File: src/lfa_pkg.sv
// package: luffa-256 constants, types and step functions
package lfa_pkg;

    typedef logic [31:0] t_word;
    typedef t_word t_blk [8];

    // queue entry from front to back: a full block and what follows it
    typedef struct packed {
        logic [255:0] blk;
        logic         fin;
    } t_job;

    localparam logic [767:0] IV = {
        32'h8b264ae7, 32'h24aa230a, 32'h666d1836, 32'h0306194f,
        32'had659c05, 32'h04016ce5, 32'h5dba5781, 32'hf7efc89d,
        32'h746cd581, 32'hcf1ccf0e, 32'h8fc944b3, 32'h5d9b0557,
        32'hde099fa3, 32'h70eee9a0, 32'hd9d2f256, 32'hc3b44b95,
        32'hdef610bb, 32'hee058139, 32'h90152df4, 32'h6e292011,
        32'hdbf78465, 32'h4eaa6fb4, 32'h44b051e0, 32'h6d251e69};

    function automatic t_word step_const(input logic [5:0] i);
        t_word c;
        unique case (i)
            6'd0: c = 32'h303994a6;  6'd1: c = 32'he0337818;
            6'd2: c = 32'hc0e65299;  6'd3: c = 32'h441ba90d;
            6'd4: c = 32'h6cc33a12;  6'd5: c = 32'h7f34d442;
            6'd6: c = 32'hdc56983e;  6'd7: c = 32'h9389217f;
            6'd8: c = 32'h1e00108f;  6'd9: c = 32'he5a8bce6;
            6'd10: c = 32'h7800423d; 6'd11: c = 32'h5274baf4;
            6'd12: c = 32'h8f5b7882; 6'd13: c = 32'h26889ba7;
            6'd14: c = 32'h96e1db12; 6'd15: c = 32'h9a226e9d;
            6'd16: c = 32'hb6de10ed; 6'd17: c = 32'h01685f3d;
            6'd18: c = 32'h70f47aae; 6'd19: c = 32'h05a17cf4;
            6'd20: c = 32'h0707a3d4; 6'd21: c = 32'hbd09caca;
            6'd22: c = 32'h1c1e8f51; 6'd23: c = 32'hf4272b28;
            6'd24: c = 32'h707a3d45; 6'd25: c = 32'h144ae5cc;
            6'd26: c = 32'haeb28562; 6'd27: c = 32'hfaa7ae2b;
            6'd28: c = 32'hbaca1589; 6'd29: c = 32'h2e48f1c1;
            6'd30: c = 32'h40a46f3e; 6'd31: c = 32'hb923c704;
            6'd32: c = 32'hfc20d9d2; 6'd33: c = 32'he25e72c1;
            6'd34: c = 32'h34552e25; 6'd35: c = 32'he623bb72;
            6'd36: c = 32'h7ad8818f; 6'd37: c = 32'h5c58a4a4;
            6'd38: c = 32'h8438764a; 6'd39: c = 32'h1e38e2e7;
            6'd40: c = 32'hbb6de032; 6'd41: c = 32'h78e38b9d;
            6'd42: c = 32'hedb780c8; 6'd43: c = 32'h27586719;
            6'd44: c = 32'hd9847356; 6'd45: c = 32'h36eda57f;
            6'd46: c = 32'ha2c78434; 6'd47: c = 32'h703aace7;
            default: c = '0;
        endcase
        return c;
    endfunction

    function automatic t_word rotl(input t_word x, input logic [4:0] n);
        logic [63:0] d;
        d = {x, x} << n;
        return d[63:32];
    endfunction

    // multiply by 2 in gf(2^32)^8, word 0 in low bits
    function automatic logic [255:0] gf_dbl(input logic [255:0] v);
        t_word w [8];
        t_word top;
        for (int i = 0; i < 8; i++) w[i] = v[32*i +: 32];
        top = w[7];
        return {w[6], w[5], w[4], w[3] ^ top, w[2] ^ top, w[1], w[0] ^ top, top};
    endfunction

    function automatic logic [127:0] sbox(input t_word a0, input t_word a1,
                                          input t_word a2, input t_word a3);
        t_word s, b0, b1, b2, b3;
        s = a0; b0 = a0; b1 = a1; b2 = a2; b3 = a3;
        b0 = b0 | b1;  b2 = b2 ^ b3;  b1 = ~b1;  b0 = b0 ^ b3;
        b3 = b3 & s;   b1 = b1 ^ b3;  b3 = b3 ^ b2; b2 = b2 & b0;
        b0 = ~b0;      b2 = b2 ^ b1;  b1 = b1 | b3; s = s ^ b1;
        b3 = b3 ^ b2;  b2 = b2 & b1;  b1 = b1 ^ b0; b0 = s;
        return {b3, b2, b1, b0};
    endfunction

    // one step of one sub-block permutation
    function automatic logic [255:0] perm_step(input logic [255:0] v,
                                               input logic [1:0] sub,
                                               input logic [2:0] stp);
        t_word x [8];
        t_word l, r;
        logic [127:0] q;
        for (int i = 0; i < 8; i++) x[i] = v[32*i +: 32];
        q = sbox(x[0], x[1], x[2], x[3]);
        {x[3], x[2], x[1], x[0]} = q;
        q = sbox(x[5], x[6], x[7], x[4]);
        {x[4], x[7], x[6], x[5]} = q;
        for (int k = 0; k < 4; k++) begin
            l = x[k]; r = x[k+4];
            r = r ^ l;
            l = rotl(l, 5'd2) ^ r;
            r = rotl(r, 5'd14) ^ l;
            l = rotl(l, 5'd10) ^ r;
            r = rotl(r, 5'd1);
            x[k] = l; x[k+4] = r;
        end
        x[0] = x[0] ^ step_const({sub, stp, 1'b0});
        x[4] = x[4] ^ step_const({sub, stp, 1'b1});
        return {x[7], x[6], x[5], x[4], x[3], x[2], x[1], x[0]};
    endfunction

endpackage

File: src/lfa_front.sv
// front end: gathers message words into blocks and appends padding
module lfa_front (
    input  logic          i_clk,
    input  logic          i_rst_n,
    input  logic          i_valid,
    output logic          o_ready,
    input  logic [31:0]   i_word,
    input  logic [5:0]    i_bits,
    input  logic          i_last,
    output logic          o_job_valid,
    input  logic          i_job_ready,
    output lfa_pkg::t_job o_job
);
    import lfa_pkg::*;

    logic [255:0] r_blk, n_blk;
    logic [2:0]   r_idx, n_idx;
    logic         r_pad, n_pad;       // extra padding block still owed
    logic         r_jv, n_jv;
    t_job         r_job, n_job;
    logic [5:0]   w_n;
    t_word        w_keep;

    assign o_ready     = !r_jv && !r_pad;
    assign o_job_valid = r_jv;
    assign o_job       = r_job;
    assign w_n = (i_bits > 6'd32) ? 6'd32 : i_bits;
    assign w_keep = (w_n == 6'd0) ? 32'h0 :
        (i_word & ~(32'hffffffff >> w_n[4:0])) | (32'h80000000 >> w_n[4:0]);

    // block assembly and queue entry
    always_comb begin
        n_blk = r_blk; n_idx = r_idx; n_pad = r_pad; n_jv = r_jv; n_job = r_job;
        if (r_jv && i_job_ready) n_jv = 1'b0;
        if (r_pad && !r_jv) begin
            n_job = '{blk: {224'h0, 32'h80000000}, fin: 1'b1};
            n_jv = 1'b1; n_pad = 1'b0;
        end else if (i_valid && o_ready) begin
            if (!i_last || w_n == 6'd32) begin
                n_blk[32*r_idx +: 32] = i_word;
                n_idx = r_idx + 3'd1;
                if (r_idx == 3'd7) begin
                    n_job = '{blk: n_blk, fin: 1'b0};
                    n_jv = 1'b1; n_blk = '0;
                    if (i_last) n_pad = 1'b1;
                end else if (i_last) begin
                    n_blk[32*n_idx +: 32] = 32'h80000000;
                    n_job = '{blk: n_blk, fin: 1'b1};
                    n_jv = 1'b1; n_blk = '0; n_idx = '0;
                end
            end else begin
                n_blk[32*r_idx +: 32] = (w_n == 6'd0) ? 32'h80000000 : w_keep;
                n_job = '{blk: n_blk, fin: 1'b1};
                n_jv = 1'b1; n_blk = '0; n_idx = '0;
            end
        end
    end

    always_ff @(posedge i_clk) begin
        if (!i_rst_n) begin
            r_blk <= '0; r_idx <= '0; r_pad <= 1'b0; r_jv <= 1'b0;
        end else begin
            r_blk <= n_blk; r_idx <= n_idx; r_pad <= n_pad; r_jv <= n_jv;
        end
        r_job <= n_job;
    end

`ifndef SYNTHESIS
    a_no_take_pad: assert property (@(posedge i_clk) disable iff (!i_rst_n)
        r_pad |-> !o_ready) else $error("input taken with pad owed");
    a_hold: assert property (@(posedge i_clk) disable iff (!i_rst_n)
        (r_jv && !i_job_ready) |=> r_jv && $stable(r_job)) else $error("job lost");
    a_pad_after: assert property (@(posedge i_clk) disable iff (!i_rst_n)
        $fell(r_pad) |-> r_jv) else $error("pad block missing");
`endif
endmodule

File: config.mk
export PLATFORM = sky130hd
export DESIGN_NAME = lfa_front
export DESIGN_NICKNAME = d
export VERILOG_FILES = /design/src/lfa_pkg.sv /design/src/lfa_front.sv
export SDC_FILE = /design/constraint.sdc
export NUM_CORES = 2
export LEC_CHECK = 0
export ABC_AREA = 1
export CAP_MARGIN = 0
export CORE_UTILIZATION = 50
export DETAILED_ROUTE_END_ITERATION = 10
export DONT_BUFFER_PORTS = 1
export PLACE_DENSITY = 0.67
export SYNTH_ARGS = -nofsm -noshare
export SYNTH_HDL_FRONTEND = slang
export SYNTH_SLANG_ARGS = --single-unit
export TNS_END_PERCENT = 1
File: constraint.sdc
create_clock -name i_clk -period 3.9 [get_ports i_clk]
set_input_delay 0.39 -clock i_clk [delete_from_list [all_inputs] [get_ports i_clk]]
set_output_delay 0.39 -clock i_clk [all_outputs]
set_load 0.02 [all_outputs]
==> impl_metrics.py <==
metrics = {
    "outcome": {
        "status": "complete, no violations",
    },
    "synth": {
        "ys_types": 44,
        "ys_seq_area_share_pct": 40.9,
        "synth-xor-area-share_pct": 0,
        "synth_top_family_by_area": "compound AO/OA/AOI/OAI gates",
        "synthesis.nets": 3902,
        "synth-simple-area-share_pct": 24.7,
        "async_flop_share_pct": 0,
        "synth-main-ff-cell": "dfxtp_1",
        "synthAdderAreaFrac_pct": 0.395,
        "synth-edff-count": 0,
        "synth_compound_area_share_pct": 27.1,
        "ys_ff_latch": 518,
        "yosys_warnings": 0,
        "synthesis.area_mm2": 0.0254,
        "synthMuxAreaShare_pct": 0,
        "syn_area_per_cell_um2": 6.58,
        "postSynthCellCount": 3851,
    },
    "clock_network": {
        "cts_buffers": 55,
        "postCtsSetupBuffers": 0,
        "cts_resized": 0,
        "clk_pin_slew_ns": 0.06,
        "tritoncts": "built",
        "cts_root_buffer": "clkbuf_16",
        "clock_sinks": 518,
        "clock_latency_ns": 0.62,
        "h-tree-depth": 2,
        "clockBufferDepth": 3,
    },
    "critical_path": {
        "ff2ff_path_depth": 14,
        "crit_path_frequent_cell": "nand2_1",
        "path_buf_inv": 5,
        "worstSetupPathType": "register to register",
        "worst_ep_arrival_time_ns": 3.74,
        "crit_path_top_delay_cell": "buf_4",
        "critical-path-top-delay-family": "buffers and inverters",
        "critPathMaxFanout": 87,
        "cp_cell_sequence": "inv_2 -> ha_1 -> ha_1 -> inv_1 -> nand2_1 -> buf_4 -> nor2_1 -> nand3_2 -> buf_4 -> clkinv_1 -> nand2_1 -> a31oi_1 -> o21ai_0 -> nand2_1",
        "cp.depth": 14,
        "critical-path-max-stage-delay_ns": 0.60,
        "required_ns": 4.41,
        "worstSetupEndpointType": "register",
        "worstSetupStartpointType": "register",
    },
    "floorplanning": {
        "dieHeight_um": 227,
        "die-area_mm2": 0.0516,
        "rows": 82,
        "io-pin-count": 302,
        "start_util_pct": 50.6,
        "fp.dieW_um": 227,
        "core_area_mm2": 0.0501,
    },
    "global_route": {
        "antenna_found_initial": 14,
        "grt_pass1_vias": 23474,
        "overflow": 0,
        "grt_use_total_pct": 41.0,
        "grt_pass1_wl_um": 157000,
        "grt_max_degree": 218,
    },
    "detailed_routing": {
        "dr.pass1.iters": 6,
        "viasPerCell": 6.19,
        "ant_nets": 0,
        "wl_um": 109000,
        "remaining_drc_errors": 0,
        "vias": 27189,
        "avgRoutedWirePerCell_um": 24.7,
        "drt_iter0_drc": 3943,
    },
    "power_and_ir_drop": {
        "power_leakage_nw": 9.64,
        "vdd_drop_max_mv": 0.380,
        "power_density_mw_per_mm2": 487,
    },
    "hold_path": {
        "hold_class": "input pin to register",
        "hold_depth": 2,
    },
    "timing": {
        "worst_slew_pin_slew_ns": 1.24,
        "rsz0062_at_grt": "false",
        "whs_ns": 0.00956,
        "hold_violations": 0,
        "clock.fmax_mhz": 310,
        "clock_skew_ns": 0.0162,
        "relSlewSlack_pct": 16.9,
        "period_needed_ns": 3.23,
        "setup_viol_count_final": 0,
        "drv_slew": 0,
        "fin_tns_setup_ns": 0,
        "final.period_utilization_pct": 82.8,
    },
    "finish": {
        "fin_area_mm2": 0.0275,
        "finalNonFillerCells": 4391,
        "final_core_util_pct": 54.8,
        "area_delta_synth_final_pct": 8.28,
        "num-nets-final": 3724,
        "drive_above_1_share_pct": 5.31,
    },
    "place": {
        "place_area_mm2": 0.0254,
        "dp_hpwl_um": 66100,
        "port_buffers": 0,
        "place_congestion": 0.963,
        "dp_cells": 4261,
    },
    "flow_run": {
        "maxCapViolCount": 0,
    },
}
flip-flops by register name (all words and copies together), names as in the netlist:
name,count
o_job,257
r_blk,256
r_pad,1
r_idx,3
o_job_valid,1
where the power goes:
group | internal, mW | total (mW) | switching (mW) | leakage [nW]
clock | 2.95 | 5.19 | 2.24 | 0.852
sequential | 5.70 | 6.56 | 0.864 | 4.25
combinational | 0.410 | 1.62 | 1.21 | 4.54
total | 9.06 | 13.4 | 4.31 | 9.64
cells in the final DEF, fill, tap and decap left out, drive strengths merged:
cell type | Yosys | layout
nand2 | 1384 | 1384
o21ai | 631 | 631
a21oi | 604 | 604
dfxtp | 518 | 518
nand3 | 118 | 118
inv | 105 | 105
clkbuf | 200 | 87
nor2 | 56 | 56
buf | 115 | 53
dlygate4sd3 | 0 | 27
a41oi | 26 | 26
a31oi | 15 | 15
a22o | 11 | 11
clkinv | 4 | 11
nor3 | 11 | 11
nand4 | 10 | 10
o31ai | 9 | 9
diode | 0 | 8
ha | 8 | 8
o211ai | 6 | 6
nand3b | 4 | 4
a22oi | 4 | 4
a211oi | 3 | 3
o311ai | 3 | 3
nor4 | 2 | 2
a21o | 1 | 1
o22ai | 1 | 1
o221a | 1 | 1
a32o | 1 | 1
bufinv | 0 | 1
cell families (layout without fill, tap and decap cells):
family / Yosys count / after routing
DFF: 518 / 518
buffers and inverters: 424 / 284
other: 0 / 8
adders and majority gates: 8 / 8
AOI/OAI and AO/OA: 1316 / 1316
and+or+nand+nor: 1585 / 1585
metrics by stage:
step                power [mW]  setup slack, ns
detailed placement        8.18            0.768
CTS                       13.3            0.764
global route              13.7            0.465
finish                    13.4            0.672
floorplan                 7.51             1.59
global placement          8.18            0.819
per-layer routing:
metal	vias to the layer above	share of wire (%)	global-route usage, %
li1	12564	-	-
met1	12514	38	53.8
met2	1754	41	57.5
met3	351	14	12.9
met4	6	7.0	27.1
met5	-	0.034	0
synthesized netlist by cell type, drive strengths merged, types with 8 or more instances:
cell type / count / area (µm²)
nand2: 1384 / 5220
o21ai: 631 / 3180
a21oi: 604 / 3040
dfxtp: 518 / 10400
clkbuf: 200 / 752
nand3: 118 / 591
buf: 115 / 589
inv: 105 / 394
nor2: 56 / 260
a41oi: 26 / 228
a31oi: 15 / 93.8
a22o: 11 / 96.3
nor3: 11 / 76.3
nand4: 10 / 62.6
o31ai: 9 / 72.6
ha: 8 / 100
final cells by class:
type,instances,area (µm²)
Clock inverter,8,68.8
Timing Repair Buffer,80,793
Clock buffer,87,1660
Fill cell,5068,22600
Multi-Input combinational cell,2909,13300
Sequential cell,518,10400
Tap cell,672,841
Antenna cell,8,20.0
Inverter,109,423
worst paths after layout:
| path | start | to | slack [ns] |
|---|---|---|---|
| max | r_idx[0]$_SDFFE_PN0P_ | o_job[160]$_SDFFE_PP0P_ | 0.67 |
| min | i_word[5] | o_job[6]$_SDFFE_PP0P_ | 0.01 |
| max reg2reg | r_idx[0]$_SDFFE_PN0P_ | o_job[160]$_SDFFE_PP0P_ | 0.67 |
| min reg2reg | r_blk[150]$_SDFFE_PN0P_ | r_blk[150]$_SDFFE_PN0P_ | 0.46 |
repair_timing:
action | 4_1_cts | 5_1_grt
hold buffers | 27 | 0
endpoints found under the setup margin | 0 | 0
endpoints found under the hold margin | 28 | 0
Power figures use the tool's default switching activity.
